--- src/hdl/i2cm_pkg.sv ---
// ----------------------------------------------------------------------------
// i2cm_pkg
// Shared command codes, queue entry type and field widths for the I2C master
// bit engine.
// ----------------------------------------------------------------------------
package i2cm_pkg;

    // Command codes carried on the op field
    localparam logic [2:0] CMD_NONE  = 3'd0;
    localparam logic [2:0] CMD_START = 3'd1;
    localparam logic [2:0] CMD_STOP  = 3'd2;
    localparam logic [2:0] CMD_WRITE = 3'd3;
    localparam logic [2:0] CMD_READ  = 3'd4;
    localparam logic [2:0] CMD_WAIT  = 3'd5;

    // Configuration register indexes
    localparam logic CFG_PHASE_TICKS = 1'b0;
    localparam logic CFG_ACK_TIMEOUT = 1'b1;

    localparam int CFG_W       = 16;
    localparam int IN_DATA_W   = 16;
    localparam int IN_USER_W   = 3;
    localparam int OUT_DATA_W  = 16;

    // One classified tick waiting for the engine
    typedef struct packed {
        logic [2:0] cmd;
        logic [7:0] write_byte;
        logic       answer_ack;
        logic       check_ack;
        logic       sda_sample;
    } t_tick;

endpackage

--- src/hdl/i2cm_front.sv ---
// ----------------------------------------------------------------------------
// i2cm_front
// Input side: takes ticks from the stream slave, maps undefined op codes to
// no command and hands the classified tick to the queue.
// ----------------------------------------------------------------------------
module i2cm_front
    import i2cm_pkg::*;
(
    input  logic                 i_s_axis_tvalid,
    output logic                 o_s_axis_tready,
    input  logic [IN_DATA_W-1:0] i_s_axis_tdata,  // write_byte[7:0], answer_ack,
                                                  // check_ack, sda_sample, pad
    input  logic [IN_USER_W-1:0] i_s_axis_tuser,  // op[2:0]
    input  logic                 i_q_full,
    output logic                 o_push,
    output t_tick                o_tick
);

    logic [2:0] w_cmd;

    // Classify the op code; codes above wait ack carry no command
    always_comb begin
        case (i_s_axis_tuser)
            CMD_START, CMD_STOP, CMD_WRITE, CMD_READ, CMD_WAIT: begin
                w_cmd = i_s_axis_tuser;
            end
            default: begin
                w_cmd = CMD_NONE;
            end
        endcase
    end

    assign o_s_axis_tready   = ~i_q_full;
    assign o_push            = i_s_axis_tvalid & ~i_q_full;
    assign o_tick.cmd        = w_cmd;
    assign o_tick.write_byte = i_s_axis_tdata[7:0];
    assign o_tick.answer_ack = i_s_axis_tdata[8];
    assign o_tick.check_ack  = i_s_axis_tdata[9];
    assign o_tick.sda_sample = i_s_axis_tdata[10];

endmodule

--- src/hdl/i2cm_queue.sv ---
// ----------------------------------------------------------------------------
// i2cm_queue
// Four-entry request queue between the front and the engine.
// ----------------------------------------------------------------------------
module i2cm_queue
    import i2cm_pkg::*;
(
    input  logic  i_clk,
    input  logic  i_rst_n,
    input  logic  i_push,
    input  t_tick i_tick,
    output logic  o_full,
    input  logic  i_pop,
    output logic  o_avail,
    output t_tick o_tick
);

    localparam int DEPTH = 4;
    localparam int PTR_W = $clog2(DEPTH);

    t_tick            r_mem [DEPTH];
    logic [PTR_W-1:0] r_wr_ptr;
    logic [PTR_W-1:0] r_rd_ptr;
    logic [PTR_W:0]   r_count;
    logic             w_do_pop;

    assign o_full   = (r_count == (PTR_W+1)'(DEPTH));
    assign o_avail  = (r_count != '0);
    assign o_tick   = r_mem[r_rd_ptr];
    assign w_do_pop = i_pop & o_avail;

    // Store incoming requests
    always_ff @(posedge i_clk) begin
        if (i_push) begin
            r_mem[r_wr_ptr] <= i_tick;
        end
    end

    // Advance pointers and fill count
    always_ff @(posedge i_clk) begin
        if (!i_rst_n) begin
            r_wr_ptr <= '0;
            r_rd_ptr <= '0;
            r_count  <= '0;
        end else begin
            if (i_push) begin
                r_wr_ptr <= r_wr_ptr + 1'b1;
            end
            if (w_do_pop) begin
                r_rd_ptr <= r_rd_ptr + 1'b1;
            end
            if (i_push && !w_do_pop) begin
                r_count <= r_count + 1'b1;
            end else if (!i_push && w_do_pop) begin
                r_count <= r_count - 1'b1;
            end
        end
    end

    // Fill count stays within the depth
    a_count_range: assert property (@(posedge i_clk) disable iff (!i_rst_n)
        r_count <= (PTR_W+1)'(DEPTH))
        else $error("queue count beyond depth");

    // Pointers stay consistent with the fill count
    a_ptr_count: assert property (@(posedge i_clk) disable iff (!i_rst_n)
        (r_wr_ptr - r_rd_ptr) == r_count[PTR_W-1:0])
        else $error("queue pointers disagree with count");

endmodule

--- src/hdl/i2cm_engine.sv ---
// ----------------------------------------------------------------------------
// i2cm_engine
// Back end: runs one bus sequencer step per popped tick and registers the
// resulting pin levels and status for the stream master.
// ----------------------------------------------------------------------------
module i2cm_engine
    import i2cm_pkg::*;
#(
    parameter int COUNTER_WIDTH = 16
) (
    input  logic                  i_clk,
    input  logic                  i_rst_n,
    input  logic                  i_cfg_we,
    input  logic                  i_cfg_idx,
    input  logic [CFG_W-1:0]      i_cfg_data,
    input  logic                  i_avail,
    input  t_tick                 i_tick,
    output logic                  o_pop,
    output logic                  o_m_axis_tvalid,
    input  logic                  i_m_axis_tready,
    output logic [OUT_DATA_W-1:0] o_m_axis_tdata
);

    localparam int CW   = COUNTER_WIDTH;
    localparam int CMPW = ((CW > CFG_W) ? CW : CFG_W) + 1;
    localparam logic [CW:0]   NEXT_MAX = {1'b0, {CW{1'b1}}};
    localparam logic [CW-1:0] CNT_MAX  = {CW{1'b1}};

    // Phase step codes
    localparam logic [2:0] PH_0 = 3'd0;
    localparam logic [2:0] PH_1 = 3'd1;
    localparam logic [2:0] PH_2 = 3'd2;
    localparam logic [2:0] PH_3 = 3'd3;
    localparam logic [2:0] PH_4 = 3'd4;

    logic [CFG_W-1:0] r_phase_ticks;
    logic [CFG_W-1:0] r_ack_timeout;

    logic [2:0]    r_cmd,      n_cmd;
    logic [2:0]    r_phase,    n_phase;
    logic [2:0]    r_bit,      n_bit;
    logic [7:0]    r_shift,    n_shift;
    logic [CW-1:0] r_div,      n_div;
    logic [CW-1:0] r_poll,     n_poll;
    logic          r_ack_sel,  n_ack_sel;
    logic          r_scl,      n_scl;
    logic          r_sda,      n_sda;
    logic          r_sda_en,   n_sda_en;
    logic [7:0]    r_last_rd,  n_last_rd;
    logic          r_no_ack,   n_no_ack;
    logic          w_done;
    logic [CW:0]   w_next;
    logic          w_phase_end;

    logic                  r_out_valid;
    logic [OUT_DATA_W-1:0] r_out_data;

    assign o_pop           = i_avail & (~r_out_valid | i_m_axis_tready);
    assign o_m_axis_tvalid = r_out_valid;
    assign o_m_axis_tdata  = r_out_data;

    assign w_next      = {1'b0, r_div} + 1'b1;
    assign w_phase_end = (CMPW'(w_next) >= CMPW'(r_phase_ticks)) || (w_next >= NEXT_MAX);

    // Next state of the bus sequencer for one tick
    always_comb begin
        n_cmd     = r_cmd;
        n_phase   = r_phase;
        n_bit     = r_bit;
        n_shift   = r_shift;
        n_div     = r_div;
        n_poll    = r_poll;
        n_ack_sel = r_ack_sel;
        n_scl     = r_scl;
        n_sda     = r_sda;
        n_sda_en  = r_sda_en;
        n_last_rd = r_last_rd;
        n_no_ack  = r_no_ack;
        w_done    = 1'b0;

        if (r_cmd == CMD_NONE) begin
            // Take a new command while idle
            if (i_tick.cmd != CMD_NONE) begin
                n_cmd   = i_tick.cmd;
                n_phase = PH_0;
                n_bit   = '0;
                n_div   = '0;
                case (i_tick.cmd)
                    CMD_START: begin
                        n_scl = 1'b1; n_sda = 1'b1; n_sda_en = 1'b1;
                    end
                    CMD_STOP: begin
                        n_scl = 1'b0; n_sda = 1'b0; n_sda_en = 1'b1;
                    end
                    CMD_WRITE: begin
                        n_shift = i_tick.write_byte;
                        n_scl = 1'b0; n_sda = i_tick.write_byte[7]; n_sda_en = 1'b1;
                    end
                    CMD_READ: begin
                        n_ack_sel = i_tick.answer_ack;
                        n_shift   = '0;
                        n_scl = 1'b0; n_sda = 1'b1; n_sda_en = 1'b0;
                    end
                    default: begin
                        n_ack_sel = i_tick.check_ack;
                        n_scl = 1'b0; n_sda = 1'b1; n_sda_en = 1'b0;
                    end
                endcase
            end
        end else if (r_cmd == CMD_WAIT && r_phase == PH_2) begin
            // Poll SDA for the acknowledge
            if (!r_ack_sel || CMPW'(r_poll) >= CMPW'(r_ack_timeout) || r_poll == CNT_MAX) begin
                n_scl    = 1'b0;
                n_no_ack = 1'b1;
                w_done   = 1'b1;
            end else begin
                n_poll = r_poll + 1'b1;
                if (!i_tick.sda_sample) begin
                    n_scl    = 1'b0;
                    n_no_ack = 1'b0;
                    w_done   = 1'b1;
                end
            end
        end else if (!w_phase_end) begin
            n_div = w_next[CW-1:0];
        end else begin
            // Phase over: drive the next bus level
            n_div = '0;
            case (r_cmd)
                CMD_START: begin
                    if (r_phase == PH_0) begin
                        n_sda = 1'b0; n_phase = PH_1;
                    end else begin
                        n_scl = 1'b0; w_done = 1'b1;
                    end
                end
                CMD_STOP: begin
                    if (r_phase == PH_0) begin
                        n_scl = 1'b1; n_sda = 1'b1; n_phase = PH_1;
                    end else begin
                        w_done = 1'b1;
                    end
                end
                CMD_WRITE: begin
                    if (r_phase == PH_0) begin
                        n_scl = 1'b1; n_phase = PH_1;
                    end else if (r_phase == PH_1) begin
                        n_scl = 1'b0; n_phase = PH_2;
                    end else if (r_bit != 3'd7) begin
                        n_bit   = r_bit + 1'b1;
                        n_shift = {r_shift[6:0], 1'b0};
                        n_sda   = r_shift[6];
                        n_phase = PH_0;
                    end else begin
                        w_done = 1'b1;
                    end
                end
                CMD_READ: begin
                    case (r_phase)
                        PH_0: begin
                            n_scl   = 1'b1;
                            n_shift = {r_shift[6:0], i_tick.sda_sample};
                            n_phase = PH_1;
                        end
                        PH_1: begin
                            n_scl = 1'b0;
                            if (r_bit != 3'd7) begin
                                n_bit   = r_bit + 1'b1;
                                n_phase = PH_0;
                            end else begin
                                n_sda     = ~r_ack_sel;
                                n_sda_en  = 1'b1;
                                n_last_rd = r_shift;
                                n_phase   = PH_2;
                            end
                        end
                        PH_2: begin
                            n_scl = 1'b1; n_phase = PH_3;
                        end
                        PH_3: begin
                            n_scl = 1'b0; n_phase = PH_4;
                        end
                        default: begin
                            n_sda = 1'b0; w_done = 1'b1;
                        end
                    endcase
                end
                CMD_WAIT: begin
                    if (r_phase == PH_0) begin
                        n_scl = 1'b1; n_phase = PH_1;
                    end else begin
                        n_poll  = '0;
                        n_phase = PH_2;
                    end
                end
                default: begin
                    w_done = 1'b1;
                end
            endcase
        end

        // Drop back to idle on completion
        if (w_done) begin
            n_cmd   = CMD_NONE;
            n_phase = PH_0;
            n_div   = '0;
        end
    end

    // Hold configuration and sequencer state
    always_ff @(posedge i_clk) begin
        if (!i_rst_n) begin
            r_phase_ticks <= CFG_W'(1);
            r_ack_timeout <= CFG_W'(250);
            r_cmd         <= CMD_NONE;
            r_phase       <= PH_0;
            r_bit         <= '0;
            r_shift       <= '0;
            r_div         <= '0;
            r_poll        <= '0;
            r_ack_sel     <= 1'b0;
            r_scl         <= 1'b1;
            r_sda         <= 1'b1;
            r_sda_en      <= 1'b0;
            r_last_rd     <= '0;
            r_no_ack      <= 1'b0;
            r_out_valid   <= 1'b0;
        end else begin
            if (i_cfg_we) begin
                if (i_cfg_idx == CFG_PHASE_TICKS) begin
                    r_phase_ticks <= i_cfg_data;
                end else begin
                    r_ack_timeout <= i_cfg_data;
                end
            end
            if (o_pop) begin
                r_cmd     <= n_cmd;
                r_phase   <= n_phase;
                r_bit     <= n_bit;
                r_shift   <= n_shift;
                r_div     <= n_div;
                r_poll    <= n_poll;
                r_ack_sel <= n_ack_sel;
                r_scl     <= n_scl;
                r_sda     <= n_sda;
                r_sda_en  <= n_sda_en;
                r_last_rd <= n_last_rd;
                r_no_ack  <= n_no_ack;
                r_out_valid <= 1'b1;
            end else if (i_m_axis_tready) begin
                r_out_valid <= 1'b0;
            end
        end
    end

    // Register the result of each step
    always_ff @(posedge i_clk) begin
        if (o_pop) begin
            r_out_data <= {2'b00, n_no_ack, n_last_rd, w_done, (n_cmd != CMD_NONE),
                           n_sda_en, n_sda, n_scl};
        end
    end

    // Idle engine keeps phase and divider cleared
    a_idle_clear: assert property (@(posedge i_clk) disable iff (!i_rst_n)
        (r_cmd == CMD_NONE) |-> (r_phase == PH_0 && r_div == '0))
        else $error("idle engine with phase or divider set");

    // Phase step never passes the last read phase
    a_phase_range: assert property (@(posedge i_clk) disable iff (!i_rst_n)
        r_phase <= PH_4)
        else $error("phase step out of range");

    // No step is taken while a result is stalled
    a_no_overwrite: assert property (@(posedge i_clk) disable iff (!i_rst_n)
        !(o_pop && r_out_valid && !i_m_axis_tready))
        else $error("result overwritten while stalled");

    // A reported completion leaves the engine idle
    a_done_idle: assert property (@(posedge i_clk) disable iff (!i_rst_n)
        (o_pop && w_done) |=> (r_cmd == CMD_NONE))
        else $error("engine busy after completion");

endmodule

--- src/hdl/i2c_master_bit_engine_top.sv ---
// ----------------------------------------------------------------------------
// i2c_master_bit_engine_top
// Tick-driven I2C master bit engine: start, stop, byte write, byte read with
// ACK/NACK, and acknowledge wait with timeout.
//
//   Channel      Dir  Handshake                 Payload
//   s_axis       in   tvalid / tready           tdata: tick fields, tuser: op
//   m_axis       out  tvalid / tready           tdata: pin levels and status
//   cfg          in   i_cfg_we (no wait)        i_cfg_idx, i_cfg_data
//
// One tick is accepted every cycle while the queue has room; each yields one
// result, held first in the request queue and then in the step register.
// The sequencer advances one step per tick, so the rate is set by its
// combinational next-state logic. Reset is synchronous, active low, and
// restores idle pins (SCL high, SDA released). Stalls on the master side
// fill the four-entry queue before the slave side drops tready.
// ----------------------------------------------------------------------------
module i2c_master_bit_engine_top
    import i2cm_pkg::*;
#(
    parameter int COUNTER_WIDTH = 16
) (
    input  logic                  i_clk,
    input  logic                  i_rst_n,
    input  logic                  i_s_axis_tvalid,
    output logic                  o_s_axis_tready,
    input  logic [IN_DATA_W-1:0]  i_s_axis_tdata,  // write_byte[7:0], answer_ack,
                                                   // check_ack, sda_sample, 5'b0
    input  logic [IN_USER_W-1:0]  i_s_axis_tuser,  // op[2:0]
    output logic                  o_m_axis_tvalid,
    input  logic                  i_m_axis_tready,
    output logic [OUT_DATA_W-1:0] o_m_axis_tdata,  // scl_level, sda_level, sda_enable,
                                                   // busy_res, done_res, read_data[7:0],
                                                   // no_ack, 2'b0
    input  logic                  i_cfg_we,
    input  logic                  i_cfg_idx,
    input  logic [CFG_W-1:0]      i_cfg_data
);

    logic  w_q_full;
    logic  w_push;
    t_tick w_in_tick;
    logic  w_pop;
    logic  w_avail;
    t_tick w_q_tick;

    i2cm_front u_front (
        .i_s_axis_tvalid (i_s_axis_tvalid),
        .o_s_axis_tready (o_s_axis_tready),
        .i_s_axis_tdata  (i_s_axis_tdata),
        .i_s_axis_tuser  (i_s_axis_tuser),
        .i_q_full        (w_q_full),
        .o_push          (w_push),
        .o_tick          (w_in_tick)
    );

    i2cm_queue u_queue (
        .i_clk   (i_clk),
        .i_rst_n (i_rst_n),
        .i_push  (w_push),
        .i_tick  (w_in_tick),
        .o_full  (w_q_full),
        .i_pop   (w_pop),
        .o_avail (w_avail),
        .o_tick  (w_q_tick)
    );

    i2cm_engine #(
        .COUNTER_WIDTH (COUNTER_WIDTH)
    ) u_engine (
        .i_clk           (i_clk),
        .i_rst_n         (i_rst_n),
        .i_cfg_we        (i_cfg_we),
        .i_cfg_idx       (i_cfg_idx),
        .i_cfg_data      (i_cfg_data),
        .i_avail         (w_avail),
        .i_tick          (w_q_tick),
        .o_pop           (w_pop),
        .o_m_axis_tvalid (o_m_axis_tvalid),
        .i_m_axis_tready (i_m_axis_tready),
        .o_m_axis_tdata  (o_m_axis_tdata)
    );

endmodule
--- config.mk ---
export PLATFORM = sky130hd
export DESIGN_NAME = i2c_master_bit_engine_top
export DESIGN_NICKNAME = d
export VERILOG_FILES = /design/src/hdl/i2cm_pkg.sv /design/src/hdl/i2cm_front.sv /design/src/hdl/i2cm_queue.sv /design/src/hdl/i2cm_engine.sv /design/src/hdl/i2c_master_bit_engine_top.sv
export SDC_FILE = /design/constraint.sdc
export NUM_CORES = 1
export LEC_CHECK = 0
export ABC_AREA = 1
export ABC_CLOCK_PERIOD_IN_PS = 6980
export BUFFER_PORTS_ARGS = -buffer_cell sky130_fd_sc_hd__clkbuf_2
export CORE_ASPECT_RATIO = 1.75
export CORE_MARGIN = 3
export CORE_UTILIZATION = 45
export DETAILED_ROUTE_END_ITERATION = 10
export MAX_ROUTING_LAYER = met4
export SYNTH_ARGS = -nofsm -noshare
export SYNTH_HDL_FRONTEND = slang
export SYNTH_SLANG_ARGS = --single-unit
--- constraint.sdc ---
create_clock -name i_clk -period 6.98 [get_ports i_clk]
set_input_delay 1.047 -clock i_clk [delete_from_list [all_inputs] [get_ports i_clk]]
set_output_delay 1.047 -clock i_clk [all_outputs]
set_load 0.005 [all_outputs]
# After elaboration in Yosys (flattened, before gate mapping)
# Memories as Yosys holds them, arrays and structs flattened. A register that Yosys moved wholly into a read port is not among the register bits.
# Index checks and enable logic that the tools add are counted.
# classes
n_addsub	7
n_lt_le_gt_ge	3
n_eq_ne	35
mux	109
n_bitwise	10
n_reduce_logical	38
# op_table
op	n
16-bit 2-to-1 mux	10
8-bit 2-to-1 mux	14
3-bit 2-to-1 mux	22
1-bit 2-to-1 mux	47
8-bit one-hot mux with 2 select lines	2
3-bit by 2-bit == test with 1-bit output, second input constant	8
3-bit one-hot mux with 4 select lines	2
3-bit == test, second input constant	6
16-bit by 1-bit adder with 17-bit output, second input constant	1
17-bit by 16-bit >= comparator with 1-bit output	1
17-bit by 16-bit >= comparator with 1-bit output, second input constant	1
16-bit by 1-bit adder with 16-bit output, second input constant	1
16-bit == test, second input constant	1
16-bit >= comparator	1
8-bit AND reduction	2
3-bit nonzero test	5
3-bit by 1-bit == test with 1-bit output, second input constant	4
3-bit by 1-bit inequality test with 1-bit output, second input constant	4
1-bit one-hot mux with 4 select lines	3
10-bit AND reduction	1
2-bit nonzero test	5
3-bit by 2-bit inequality test with 1-bit output, second input constant	3
2-bit 2-to-1 mux	4
1-bit one-hot mux with 2 select lines	4
other kinds (26)	50
# word_totals
reg_bits	116
ram_bits	56
inputBits	41
out_inout_bits	18
elab_cells	222
mem_count	1
# memory_table
memory	words	word_bits	read_ports	rd_ports_with_merged_regs	write_ports	line	rtl
u_queue.r_mem	4	14	1	1	1	i2cm_queue.sv:21	t_tick r_mem [DEPTH];

# Logic depth before layout (Yosys ltp)
# Gate-level depths: netlist (run 1).
# depth
ltp_word	10
ltp_mapped	27
ltp_nobuf	27

# By module
# From an unflattened synthesis (run 1), not the netlist that was laid out.
# hier_totals
hier_cells	1134
hier_area_um2	9097.5
# by_module_without_submodules
mod	n_inst	cells_each	area_each_um2	seq_area_each_um2
i2cm_engine	1	916	6356.1	2322.2
i2cm_queue	1	198	2623.8	1861.8
i2cm_front	1	20	117.6	0.0

# Worst setup path before layout (run 1)
# Ideal clock, no wire load.
# synth_path
path_kind	register -> register
from	register u_engine.r_div[0]
to	register u_engine.r_out_data[4] (netlist: u_engine.o_m_axis_tdata[4]), data pin
setup_ns	0.255
arrival_ns	2.782
t_required_ns	6.725
setup_slack_ns	3.943
path_stages_with_launch	23
n_path_buf	1
period_less_slack_ns	3.037
cell_sequence	dfxtp_1 -> ha_1 -> nand2_1 -> nor2_1 -> nand2_1 -> nor2_1 -> xor2_1 -> ha_1 -> nand2_1 -> inv_1 -> nand2_1 -> nor2_1 -> a21oi_1 -> nand2_1 -> nand2_1 -> nand2_1 -> a21oi_1 -> nand2_4 -> nand2_1 -> nand2_1 -> nand3_2 -> buf_2 -> inv_1
# synth_via
elab_chain_len	6
word_cells_on_any_way	7
classes_between	add/sub: 1; order compare: 2; mux: 3; reduce/logical: 1
# synth_rtl
element	line	rtl
from (decl)	i2cm_engine.sv:43	logic [CW-1:0] r_div, n_div;
from (signal assigned)	i2cm_engine.sv:241	r_div <= n_div;
16-bit by 1-bit adder with 17-bit output (*)	i2cm_engine.sv:62	assign w_next = {1'b0, r_div} + 1'b1;
17-bit by 16-bit >= comparator with 1-bit output	i2cm_engine.sv:63	assign w_phase_end = (CMPW'(w_next) >= CMPW'(r_phase_ticks)) || (w_next >= NEXT_MAX);
1-bit logical OR (*)	i2cm_engine.sv:63	
1-bit 2-to-1 mux (*)	i2cm_engine.sv:124	end else if (!w_phase_end) begin
1-bit 2-to-1 mux (*)	i2cm_engine.sv:110	end else if (r_cmd == CMD_WAIT && r_phase == PH_2) begin
1-bit 2-to-1 mux (*)	i2cm_engine.sv:81	if (r_cmd == CMD_NONE) begin
named net u_engine.w_done	i2cm_engine.sv:51	logic w_done;
to (signal assigned)	i2cm_engine.sv:259	r_out_data <= {2'b00, n_no_ack, n_last_rd, w_done, (n_cmd != CMD_NONE),
to (decl)	i2cm_engine.sv:56	logic [OUT_DATA_W-1:0] r_out_data;
# The timed path passes the listed nets; every way through them passes the cells marked *.
# A chain may end at the register's enable or synchronous reset.

# Worst setup path in the final report (run 1)
# layout_path
from	register u_engine.r_div[0]
to	register u_engine.r_out_data[3] (netlist: u_engine.o_m_axis_tdata[3]), data pin
# layout_via
elab_chain_len	8
word_cells_on_any_way	9
classes_between	add/sub: 1; order compare: 2; mux: 4; reduce/logical: 2
# layout_rtl
element	line	rtl
16-bit by 1-bit adder with 17-bit output (*)	i2cm_engine.sv:62	
17-bit by 16-bit >= comparator with 1-bit output	i2cm_engine.sv:63	
1-bit logical OR (*)	i2cm_engine.sv:63	
1-bit 2-to-1 mux (*)	i2cm_engine.sv:124	
1-bit 2-to-1 mux (*)	i2cm_engine.sv:110	
1-bit 2-to-1 mux (*)	i2cm_engine.sv:81	
3-bit 2-to-1 mux (*)	i2cm_engine.sv:203	if (w_done) begin
3-bit nonzero test (*)	i2cm_engine.sv:259	
# Every way passes the cells marked *; elsewhere a longest branch is shown, timed or not.

==> results of run 1 <==
stage by stage:
step	hold slack, ns	cell area (sq um)	util [%]	total power [mW]	std cells
2_1_floorplan	0.4329	9119	-	2.220	1147
3_3_place_gp	0.4537	9545	48.15	2.548	1405
6_report	0.4636	10160	51.23	3.520	1437
3_5_place_dp	0.4586	9545	48.15	2.560	1405
4_1_cts	0.4680	10160	51.23	3.554	1437
5_1_grt	0.4906	10160	51.23	3.762	1437
critical path: cells and delay by family, from the launching register on:
| family | cells | cell delay (ns) |
|---|---|---|
| adder cells (fa/ha/maj) | 2 | 0.58 |
| buffers and inverters | 1 | 0.04 |
| flip-flops | 1 | 0.48 |
| AND/OR/NAND/NOR | 15 | 1.72 |
| AO/OA/AOI/OAI | 3 | 0.69 |
| XOR/XNOR | 1 | 0.32 |
registers in the layout, summed over array words and instances (netlist names), 3 cells and up, named ones only:
name	cells
u_queue.r_count	3
u_engine.r_last_rd	8
u_engine.r_bit	3
u_engine.r_cmd	3
u_engine.r_ack_timeout	16
u_engine.r_phase_ticks	16
u_engine.r_shift	8
u_engine.r_div	16
u_engine.r_phase	3
u_engine.r_poll	16
u_queue.r_mem	56
u_engine.o_m_axis_tdata	14
logic make-up after synthesis:
| family | Yosys count | synth area share (%) |
|---|---|---|
| AO/OA/AOI/OAI | 226 | 14.06 |
| XOR/XNOR | 20 | 1.922 |
| adder cells (fa/ha/maj) | 43 | 5.985 |
| buffers and inverters | 199 | 8.566 |
| flip-flops | 174 | 45.90 |
| multiplexers | 1 | 0.1235 |
| other | 1 | 0.04114 |
| AND/OR/NAND/NOR | 482 | 23.40 |
cell usage in the layout, fill, tap and decap left out, drive strengths merged, types with 2 or more instances in the layout:
master,n
buf,6
o22ai,12
clkbuf,68
nand4,28
clkinvlp,4
inv,158
nor3b,3
a32o,8
nor4,2
o21ai,84
a31oi,3
nor3,28
dfxtp,104
nand2,225
o211ai,8
nand3,55
bufinv,3
xor2,16
clkinv,5
o21bai,2
a21oi,101
nor2,137
conb,2
xnor2,4
ha,42
a21o,2
edfxtp,70
final cells by class:
type / instances / area (sq um) / share of cell area [%]
multi-input combinational: 774 / 4173 / 41.09
tap: 245 / 306.5 / 3.018
clock buffer: 17 / 425.4 / 4.189
inverter: 155 / 581.8 / 5.729
sequential: 174 / 4184 / 41.20
timing repair buffer: 57 / 300.3 / 2.957
clock inverter: 15 / 185.2 / 1.823
where the power goes:
group	total [mW]	internal (mW)	leakage, nW	switching, mW
logic	1.16	0.376	2.48	0.787
clock network	0.987	0.568	0.285	0.419
registers	1.37	1.26	1.51	0.113
worst max-delay path by stage:
stage / slack (ns) / end
finish: 3.01 / u_engine.o_m_axis_tdata[3]
global route: 2.55 / u_engine.r_shift[7]
CTS: 2.95 / u_engine.o_m_axis_tdata[3]
detailed placement: 2.96 / u_engine.o_m_axis_tdata[3]
global placement: 2.99 / u_engine.o_m_axis_tdata[3]
floorplan: 3.94 / u_engine.o_m_axis_tdata[4]
metal layers:
metal | track usage [%] | share of wire (%) | up-vias
li1 | - | - | 3886
met1 | 21.50 | 39 | 3511
met2 | 37.95 | 54 | 148
met3 | 2.842 | 3.1 | 42
met4 | 9.626 | 3.1 | 0
met5 | - | 0 | -
==> metrics.md, run 1 <==
| Metric | Value |
|---|---|
| Maximum count of clock buffers along a single path | `2` |
| Final Wtd Congestion | `0.8873` |
| Die height | `194.3 um` |
| CP required | `about 7.3 ns` |
| Worst max-slew margin expressed relative to the limit | `about a third` |
| Initial antenna violation count | `0` |
| Run status | `completed` |
| Element type at the critical path start | `register` |
| Cells traversed along the worst timing path | `ha_1 -> nand2_1 -> nor2_1 -> nand2_1 -> nor2_1 -> xor2_1 -> ha_1 -> nand2_1 -> inv_1 -> nand2_1 -> nor2_1 -> a21oi_1 -> nand2_1 -> nand2_1 -> nand2_1 -> a21oi_1 -> nand2_4 -> nand2_1 -> nand2_1 -> nand3_2 -> o21ai_0 -> nand3_1` |
| Number of port buffers | `a little over 50` |
| Endpoint, Worst Hold | `u_engine.r_phase_ticks[10]` |
| Distinct cell type count after synthesis | `52` |
| Worst endpoint data arrival time | `between 4 and 5 ns` |
| Maximum VDD drop | `around 0.28 mV` |
| Leading post-synthesis cells by cell area | `sky130_fd_sc_hd__edfxtp_1 23%, sky130_fd_sc_hd__dfxtp_1 23%, sky130_fd_sc_hd__nand2_1 8.8%` |
| Number of instances in the synthesized netlist | `between 1,000 and 1,500` |
| Cells resized by post-CTS repair | `0` |
| Proportion of netlist area held by the largest area contributor | `23.06%` |
| Final max-slew violation count | `0` |
| Number of nets in the layout | `1,263` |
| Filler Cells Inserted | `around 1,900` |
| Share of synthesized area occupied by flip-flops and latches | `45.90%` |
| Core area | `~20,000 sq um` |
| Pwr Density | `346.6 nW/um^2` |
| Wire length reported by the detailed router | `around 22 mm` |
| First-pass GRT wire length | `~36 mm` |
| Diodes inserted | `0` |
| Unrepaired setup endpoints after global routing | `false` |
| Count of endpoints failing setup in the final report | `0` |
| Synthesized flop and latch total | `174` |
| Per-instance average area after synthesis | `7.954 sq um` |
| Hold Crit Class | `register to register` |
| Most common cell in the netlist | `sky130_fd_sc_hd__nand2_1` |
| Number of design-rule violations left by the first detailed-router iteration | `between 300 and 400` |
| Sum Neg Setup Slack | `0 ns` |
| Antenna Violating Nets Remaining | `0` |
| DP Wirelength | `approximately 15 mm` |
| Residual DRC | `0` |
| Final number of hold-violating endpoints | `0` |
| Number of clock sinks | `174` |
| Crit end category | `register` |
| Starting density of the core | `approximately 46%` |
| Final setup skew | `about 0.0076 ns` |
| Die outline width | `approximately 110 um` |
| Depth of the CTS H-tree | `4` |
| Total die area | `roughly 22,000 sq um` |
| Worst reg2reg endpoint | `u_engine.o_m_axis_tdata[3]` |
| Site Rows | `68` |
| Post-placement setup slack | `approximately 3.0 ns` |
| Measured slew at the worst slew-check pin | `~1 ns` |
| Pin count of the biggest net entering global routing | `58` |
| Final cycle utilization of the critical path | `between 50% and 60%` |
| Depth of the worst register-to-register path | `22` |
| Maximum cell stage delay along the critical path | `0.48 ns` |
| Total overflow reported by the global router | `0` |
| Via count of the routed design | `7,587` |
| Leak pwr | `between 4 and 5 nW` |
| Total clock buffers created by CTS | `17` |
| Main flop type after synthesis | `sky130_fd_sc_hd__dfxtp_1` |
| Most frequent cell on the critical path | `sky130_fd_sc_hd__nand2_1` |
| Ports placed on the boundary | `59` |
| Root Buffer | `sky130_fd_sc_hd__clkbuf_16` |
| Total iterations of the first detailed-routing run | `4` |
| Post-route setup slack | `3.010 ns` |
| Most common library cells after synthesis | `213 x sky130_fd_sc_hd__nand2_1, 146 x sky130_fd_sc_hd__inv_1, 128 x sky130_fd_sc_hd__nor2_1` |
| Beginning of the worst register-to-register path | `u_engine.r_div[0]` |
| CTS tree | `done` |
| Vias in the first global route | `7,488` |
| Worst-path clk slew | `about 0.070 ns` |
| Synth-to-layout area growth | `11.42%` |
| Max-Cap Viols | `0` |
| Highest clock rate | `roughly 250 MHz` |
| Skew-Pair Late Insertion Delay | `about 0.44 ns` |
| Average wire per standard cell | `around 15 um` |
| Number of hold buffers added after cts | `0` |
| Slowest cell on crit path | `sky130_fd_sc_hd__dfxtp_1` |
| Beginning of the critical path | `u_engine.r_div[0]` |
| Min Clock Period, post-route | `3.970 ns` |
| Area leader, netlist | `sky130_fd_sc_hd__edfxtp_1` |
| Number of stages on the worst hold path | `2` |
| Share of post-route cells with drive strength above 1 | `~11%` |
| Fraction of registers with async set or reset after synthesis | `0%` |
| Yosys warnings | `0` |
| EDFF count, synth | `70` |
| Overall global routing resource usage | `about 21%` |
| Buffers inserted during post-CTS setup optimization | `0` |
| Mapped Area | `slightly above 9000 sq um` |
| Flop-to-flop setup slack | `roughly 3 ns` |
| Launch instance of the worst min-delay path | `u_engine.r_phase_ticks[10]` |
| Highest net fanout along the worst path | `18` |
| Vias per Instance | `5.280` |
| Critical setup path kind | `register to register` |
(Power assumes the default switching activity.)
==> run 2, diff against run 1 <==
--- a/config.mk
+++ b/config.mk
@@ -6,7 +6,7 @@
 export NUM_CORES = 1
 export LEC_CHECK = 0
 export ABC_AREA = 1
-export ABC_CLOCK_PERIOD_IN_PS = 6980
+export ABC_CLOCK_PERIOD_IN_PS = 3600
 export BUFFER_PORTS_ARGS = -buffer_cell sky130_fd_sc_hd__clkbuf_2
 export CORE_ASPECT_RATIO = 1.75
 export CORE_MARGIN = 3
==> constraint.sdc (replaced) <==
create_clock -name i_clk -period 3.6 [get_ports i_clk]
set_input_delay 0.54 -clock i_clk [delete_from_list [all_inputs] [get_ports i_clk]]
set_output_delay 0.54 -clock i_clk [all_outputs]
set_load 0.005 [all_outputs]
==> metrics.md, run 2 (synthesis gave the netlist of run 1 again) <==
| Metric | Value |
|---|---|
| Max-Cap Viols | `0 (unchanged)` |
| Die outline width | `113.6 um (unchanged)` |
| Number of clock sinks | `174 (unchanged)` |
| Skew-Pair Late Insertion Delay | `0.44 ns (about the same)` |
| Crit end category | `register` |
| First-pass GRT wire length | `36.31 mm (+1.8%)` |
| Highest net fanout along the worst path | `6 (-12)` |
| Site Rows | `68 (unchanged)` |
| Maximum cell stage delay along the critical path | `0.36 ns (-0.12 ns)` |
| Depth of the CTS H-tree | `4 (unchanged)` |
| Maximum count of clock buffers along a single path | `2 (unchanged)` |
| Hold Crit Class | `input pin to register` |
| DP Wirelength | `15.96 mm (+3.2%)` |
| Highest clock rate | `313.6 MHz (+24%)` |
| Antenna Violating Nets Remaining | `0 (unchanged)` |
| Worst max-slew margin expressed relative to the limit | `38.61% (+5.3 points)` |
| Via count of the routed design | `7,726 (+1.8%)` |
| Flip-flop count of the largest register after layout | `56 (unchanged)` |
| Final Wtd Congestion | `0.9222 (+3.9%)` |
| Die height | `194.3 um (unchanged)` |
| Met1 capacity usage during global routing | `21.31% (-0.19 points)` |
| Final number of hold-violating endpoints | `0 (unchanged)` |
| Crit path buf inv count | `5 (+4)` |
| Slowest cell on crit path | `sky130_fd_sc_hd__dfxtp_2` |
| Share of post-route cells with drive strength above 1 | `13.99% (+2.6 points)` |
| Maximum VDD drop | `0.5691 mV (+100%)` |
| Total overflow reported by the global router | `0 (unchanged)` |
| Diodes inserted | `0 (unchanged)` |
| Final core occ | `52.66% (+1.4 points)` |
| Critical setup path kind | `register to register` |
| Sum Neg Setup Slack | `0 ns (unchanged)` |
| Total die area | `22,070 sq um (unchanged)` |
| Most frequent cells in the layout | `211 x sky130_fd_sc_hd__nand2_1, 146 x sky130_fd_sc_hd__inv_1, 125 x sky130_fd_sc_hd__nor2_1` |
| Met3 track demand over resource in global routing | `3.560% (+0.72 points)` |
| Most frequent standard cell in the layout excluding fill and tap cells | `sky130_fd_sc_hd__nand2_1` |
| Beginning of the critical path | `u_engine.r_div[0]` |
| Ports placed on the boundary | `59 (unchanged)` |
| Number of port buffers | `51 (unchanged)` |
| Residual DRC | `0 (unchanged)` |
| Synth-to-layout area growth | `14.54%` |
| Filler Cells Inserted | `1,948 (+1.1%)` |
| Most flops, register | `u_queue.r_mem` |
| Overall global routing resource usage | `21.06% (+0.30 points)` |
| Vias per Instance | `5.267 (-0.25%)` |
| Vias in the first global route | `7,635 (+2.0%)` |
| Run status | `completed` |
| Post-placement setup slack | `0.2364 ns (-2.727 ns)` |
| Average wire per standard cell | `14.85 um (-0.83%)` |
| Beginning of the worst register-to-register path | `u_engine.r_div[0]` |
| Number of design-rule violations left by the first detailed-router iteration | `549 (+48%)` |
| Leak pwr | `4.439 nW (+4.0%)` |
| Min Clock Period, post-route | `3.189 ns (-0.7812 ns)` |
| Element type at the critical path start | `register` |
| Number of hold buffers added after cts | `0 (unchanged)` |
| Total clock buffers created by CTS | `17 (unchanged)` |
| Pin count of the biggest net entering global routing | `57 (-1.7%)` |
| Final max-slew violation count | `0 (unchanged)` |
| Most Used Layer, Global Route | `met2` |
| CP required | `3.78 ns (-3.50 ns)` |
| Worst endpoint data arrival time | `3.37 ns (-0.90 ns)` |
| Starting density of the core | `45.98% (unchanged)` |
| Worst-path clk slew | `0.07 ns (about the same)` |
| Largest delay share family, worst path | `simple AND/OR/NAND/NOR gates` |
| Unrepaired setup endpoints after global routing | `false` |
| Final setup skew | `0.01082 ns (+0.003178 ns)` |
| Root Buffer | `sky130_fd_sc_hd__clkbuf_16` |
| Count of endpoints failing setup in the final report | `0 (unchanged)` |
| Final cycle utilization of the critical path | `88.59% (+32 points)` |
| Post-route setup slack | `0.4108 ns (-2.599 ns)` |
| Global-route track usage on met2 | `39.06% (+1.1 points)` |
| Most frequent cell on the critical path | `sky130_fd_sc_hd__nand2_1` |
| Measured slew at the worst slew-check pin | `0.9195 ns (-0.07963 ns)` |
| CTS tree | `done` |
| Core area | `19,820 sq um (unchanged)` |
| Number of nets in the layout | `1,293 (+2.4%)` |
| Wire length reported by the detailed router | `21.79 mm (+1.2%)` |
| Launch instance of the worst min-delay path | `i_s_axis_tdata[6]` |
| Total iterations of the first detailed-routing run | `5 (+1)` |
| Initial antenna violation count | `0 (unchanged)` |
| Pwr Density | `664.2 nW/um^2 (+92%)` |
[run 2: cell count changes in the layout (fill, tap and decap cells not counted), moves of 2 or more]
cell / before / now
sky130_fd_sc_hd__nand2_1: 213 / 211
sky130_fd_sc_hd__dfxtp_1: 104 / 102
sky130_fd_sc_hd__buf_4: 6 / 31
sky130_fd_sc_hd__buf_12: 0 / 5
sky130_fd_sc_hd__inv_8: 0 / 2
sky130_fd_sc_hd__dfxtp_2: 0 / 2
sky130_fd_sc_hd__clkinv_4: 2 / 0
sky130_fd_sc_hd__nand2_2: 10 / 12
[run 2: area by class of cell]
class	count	area, sq um	area share, %
Inverter	155	581.8	5.573
Clock inverter	15	172.7	1.654
Multi-Input combinational cell	774	4179	40.03
Clock buffer	17	425.4	4.075
Sequential cell	174	4187	40.10
Tap cell	245	306.5	2.936
Timing Repair Buffer	87	588.1	5.633
[run 2: per-stage QoR]
step / instance area [sq um] / total power [mW] / cells / hold slack [ns]
5_1_grt: 10440 / 7.435 / 1467 / 0.3127
2_1_floorplan: 9119 / 4.304 / 1147 / 0.4329
3_5_place_dp: 9811 / 5.086 / 1434 / 0.4545
6_report: 10440 / 6.934 / 1467 / 0.3150
3_3_place_gp: 9811 / 5.052 / 1434 / 0.4520
4_1_cts: 10410 / 6.988 / 1466 / 0.2986
[run 2: path summary, 6_finish.rpt]
check        cells after the start  slack (ns)                    endpoint
max                             26        0.41  u_engine.o_m_axis_tdata[3]
min                              1        0.32         u_queue.r_mem[1][9]
max reg2reg                     26        0.41  u_engine.o_m_axis_tdata[3]
min reg2reg                      2        0.47  u_engine.r_phase_ticks[12]
[run 2: power by group]
group          leakage, nW  internal [mW]  switching [mW]
Sequential            1.51           2.44           0.184
Combinational         2.65          0.844            1.59
Clock                0.278           1.04           0.839
Total                 4.44           4.32            2.61
[run 2: per-layer routing]
metal	wire, um	vias to the layer above
li1	-	3948
met1	8465	3585
met2	12050	149
met3	687	44
met4	578	0
met5	0	-
[run 2: what timing repair did]
| item | 4_1_cts | 5_1_grt |
|---|---|---|
| resized for setup | 0 | 6 |
| setup endpoints to repair | 0 | 12 |
| setup buffers | 0 | 1 |
==> run 3, diff against run 2 <==
--- a/config.mk
+++ b/config.mk
@@ -10,9 +10,10 @@
 export BUFFER_PORTS_ARGS = -buffer_cell sky130_fd_sc_hd__clkbuf_2
 export CORE_ASPECT_RATIO = 1.75
 export CORE_MARGIN = 3
-export CORE_UTILIZATION = 45
+export CORE_UTILIZATION = 55
 export DETAILED_ROUTE_END_ITERATION = 10
 export MAX_ROUTING_LAYER = met4
+export PLACE_DENSITY = 0.76
 export SYNTH_ARGS = -nofsm -noshare
 export SYNTH_HDL_FRONTEND = slang
 export SYNTH_SLANG_ARGS = --single-unit
==> metrics.md, run 3 (synthesis gave the netlist of run 1 again) <==
| Metric | Value |
|---|---|
| Unrepaired setup endpoints after global routing | `false` |
| Average wire per standard cell | `14.82 um (-0.17%)` |
| Levels on crit path | `23 (-12%)` |
| Initial antenna violation count | `0 (unchanged)` |
| Residual DRC | `0 (unchanged)` |
| Ports placed on the boundary | `59 (unchanged)` |
| Worst reg2reg endpoint | `u_engine.o_m_axis_tdata[3]` |
| Share of post-route cells with drive strength above 1 | `13.82% (-0.17 points)` |
| Measured slew at the worst slew-check pin | `0.8763 ns (-0.04318 ns)` |
| Number of stages on the worst hold path | `1 (unchanged)` |
| Site Rows | `61 (-10%)` |
| Depth of the CTS H-tree | `4 (unchanged)` |
| CTS tree | `done` |
| Post-route cell area | `10,390 sq um (-0.47%)` |
| Number of port buffers | `51 (unchanged)` |
| Depth of the worst register-to-register path | `23 (-12%)` |
| Most frequent cell on the critical path | `sky130_fd_sc_hd__nand2_1` |
| Beginning of the critical path | `u_engine.r_div[0]` |
| Maximum count of clock buffers along a single path | `2 (unchanged)` |
| Area of the multi-input gates | `4180 sq um (about the same)` |
| DP Wirelength | `15.51 mm (-2.8%)` |
| Final Wtd Congestion | `0.9720 (+5.4%)` |
| Number of design-rule violations left by the first detailed-router iteration | `346 (-37%)` |
| Cell count after placement | `1,408 (-1.8%)` |
| Flip-flop count of the largest register after layout | `56 (unchanged)` |
| Clock Power Share | `27.0% (-0.2 points)` |
| CP required | `3.77 ns (about the same)` |
| Total clock buffers created by CTS | `17 (unchanged)` |
| Largest delay share family, worst path | `simple AND/OR/NAND/NOR gates` |
| Starting density of the core | `56.60% (+11 points)` |
| Leak pwr | `4.453 nW (+0.32%)` |
| Proportion of total power due to net switching | `37.66% (about the same)` |
| Placement Cell Area | `9739 sq um (-0.73%)` |
| Final setup skew | `0.008288 ns (-0.002535 ns)` |
| Die height | `176.3 um (-9.3%)` |
| Most flops, register | `u_queue.r_mem` |
| Skew-Pair Late Insertion Delay | `0.43 ns (about the same)` |
| Power share of the combinational group | `35.2% (about the same)` |
| Core area | `16,100 sq um (-19%)` |
| Cells traversed along the worst timing path | `ha_1 -> buf_4 -> nand3_1 -> xor2_1 -> inv_1 -> ha_1 -> nand2_1 -> nor2_1 -> nand3_1 -> nand2_1 -> nand2_1 -> nand2_1 -> nand2_1 -> nand2_1 -> a21oi_1 -> buf_4 -> nand2_4 -> nand2_1 -> nand2_1 -> nand2_1 -> buf_4 -> a21oi_1 -> nand3_1` |
| Filler Cells Inserted | `1,374 (-29%)` |
| Total design power | `6.923 mW (-0.17%)` |
| Beginning of the worst register-to-register path | `u_engine.r_div[0]` |
| Vias in the first global route | `7,588 (-0.62%)` |
| Via count of the routed design | `7,840 (+1.5%)` |
| Flop-to-flop setup slack | `0.30 ns (-0.11 ns)` |
| Worst endpoint data arrival time | `3.47 ns (+0.10 ns)` |
| Synth-to-layout area growth | `14.00%` |
| Crit path buf inv count | `4 (-1)` |
| Highest net fanout along the worst path | `7 (+1)` |
| Pin count of the biggest net entering global routing | `57 (unchanged)` |
| Critical path capture point | `u_engine.o_m_axis_tdata[3]` |
| Most frequent standard cell in the layout excluding fill and tap cells | `sky130_fd_sc_hd__nand2_1` |
| Min Clock Period, post-route | `3.297 ns (+0.1082 ns)` |
| Sum Neg Setup Slack | `0 ns (unchanged)` |
| Cell-internal power | `4.316 mW (-0.19%)` |
| Run status | `completed` |
| Hold Crit Class | `input pin to register` |
| Highest clock rate | `303.3 MHz (-3.3%)` |
| Diodes inserted | `0 (unchanged)` |
| Slowest cell on crit path | `sky130_fd_sc_hd__dfxtp_2` |
| Count of endpoints failing setup in the final report | `0 (unchanged)` |
| Sequential fraction of design power | `37.8% (about the same)` |
| Total overflow reported by the global router | `0 (unchanged)` |
| Total die area | `18,210 sq um (-17%)` |
| Number of clock sinks | `174 (unchanged)` |
| Most frequent cells in the layout | `212 x sky130_fd_sc_hd__nand2_1, 146 x sky130_fd_sc_hd__inv_1, 128 x sky130_fd_sc_hd__nor2_1` |
| Final max-slew violation count | `0 (unchanged)` |
| Pwr Density | `666.2 nW/um^2 (+0.30%)` |
| Antenna Violating Nets Remaining | `0 (unchanged)` |
| Final cycle utilization of the critical path | `91.59% (+3.0 points)` |
| Post-route setup slack | `0.3026 ns (-0.1082 ns)` |
| Crit end category | `register` |
| Max-Cap Viols | `0 (unchanged)` |
| Final number of hold-violating endpoints | `0 (unchanged)` |
| Post-route non-filler standard cell count | `1,443 (-1.6%)` |
| Number of hold buffers added after cts | `0 (unchanged)` |
| First-pass GRT wire length | `34.85 mm (-4.0%)` |
| Vias per Instance | `5.433 (+3.2%)` |
| Number of nets in the layout | `1,294 (+0.077%)` |
| Total iterations of the first detailed-routing run | `5 (unchanged)` |
| Die outline width | `103.3 um (-9.0%)` |
| Worst-path clk slew | `0.07 ns (about the same)` |
| Worst max-slew margin expressed relative to the limit | `41.49% (+2.9 points)` |
| NetSw | `2.607 mW (-0.14%)` |
| Post-placement setup slack | `0.2643 ns (+0.02785 ns)` |
| Critical setup path kind | `register to register` |
| Wire length reported by the detailed router | `21.39 mm (-1.8%)` |
| Root Buffer | `sky130_fd_sc_hd__clkbuf_16` |
| Element type at the critical path start | `register` |
| Maximum VDD drop | `0.4643 mV (-18%)` |
| Overall global routing resource usage | `24.98% (+3.9 points)` |
| Maximum cell stage delay along the critical path | `0.34 ns (-0.02 ns)` |
| Sequential standard cell area | `4187 sq um (unchanged)` |
## run 3: worst register-to-register path, cell delays in order, from the launching register on
cell and delay [ns]:
sky130_fd_sc_hd__dfxtp_2 0.34, sky130_fd_sc_hd__ha_1 0.21, sky130_fd_sc_hd__buf_4 0.14, sky130_fd_sc_hd__nand3_1 0.13, sky130_fd_sc_hd__xor2_1 0.23, sky130_fd_sc_hd__inv_1 0.08, sky130_fd_sc_hd__ha_1 0.30, sky130_fd_sc_hd__nand2_1 0.07
sky130_fd_sc_hd__nor2_1 0.18, sky130_fd_sc_hd__nand3_1 0.10, sky130_fd_sc_hd__nand2_1 0.07, sky130_fd_sc_hd__nand2_1 0.04, sky130_fd_sc_hd__nand2_1 0.05, sky130_fd_sc_hd__nand2_1 0.05, sky130_fd_sc_hd__nand2_1 0.05, sky130_fd_sc_hd__a21oi_1 0.06
sky130_fd_sc_hd__buf_4 0.15, sky130_fd_sc_hd__nand2_4 0.11, sky130_fd_sc_hd__nand2_1 0.06, sky130_fd_sc_hd__nand2_1 0.08, sky130_fd_sc_hd__nand2_1 0.12, sky130_fd_sc_hd__buf_4 0.16, sky130_fd_sc_hd__a21oi_1 0.16, sky130_fd_sc_hd__nand3_1 0.08
## run 3: worst min path at each step
| stage | slack [ns] | end | startpoint |
|---|---|---|---|
| 2_1_floorplan | 0.43 | u_engine.r_phase_ticks[0] | u_engine.r_phase_ticks[0] |
| 3_3_place_gp | 0.45 | u_engine.r_ack_timeout[9] | u_engine.r_ack_timeout[9] |
| 3_5_place_dp | 0.46 | u_engine.r_phase_ticks[8] | u_engine.r_phase_ticks[8] |
| 4_1_cts | 0.32 | u_queue.r_mem[3][9] | i_s_axis_tdata[6] |
| 5_1_grt | 0.32 | u_queue.r_mem[1][4] | i_s_axis_tdata[1] |
| 6_report | 0.33 | u_queue.r_mem[2][7] | i_s_axis_tdata[4] |
## run 3: cell type report
type	count	share of cell area, %
Inverter	155	5.599
Tap cell	220	2.649
Multi-Input combinational cell	774	40.23
Clock inverter	15	1.650
Timing Repair Buffer	88	5.491
Sequential cell	174	40.29
Clock buffer	17	4.094
## run 3: repair_timing
item                                    in CTS  in global routing
gates resized for setup                      0                  5
endpoints found under the setup margin       0                 14
buffers inserted                             0                  3
## run 3: through the flow
| step | util [%] | hold slack [ns] |
|---|---|---|
| floorplan | - | 0.4329 |
| global placement | 60.48 | 0.4493 |
| detailed placement | 60.48 | 0.4571 |
| CTS | 64.18 | 0.3161 |
| global route | 64.52 | 0.3238 |
| finish | 64.52 | 0.3258 |
## run 3: power by group through the flow
stage	Sequential, mW	Clock, mW	Combinational [mW]
finish	2.62	1.87	2.44
global route	2.65	1.97	2.75
CTS	2.62	1.89	2.44
detailed placement	2.65	0	2.42
global placement	2.64	0	2.38
floorplan	2.61	0	1.69
## run 3: layer usage
layer / global-route usage, % / share of wire (%) / vias up
met5: - / 0 / -
li1: - / - / 3947
met1: 24.65 / 38 / 3634
met3: 4.270 / 3.5 / 59
met4: 11.18 / 3.3 / 0
met2: 46.20 / 55 / 200
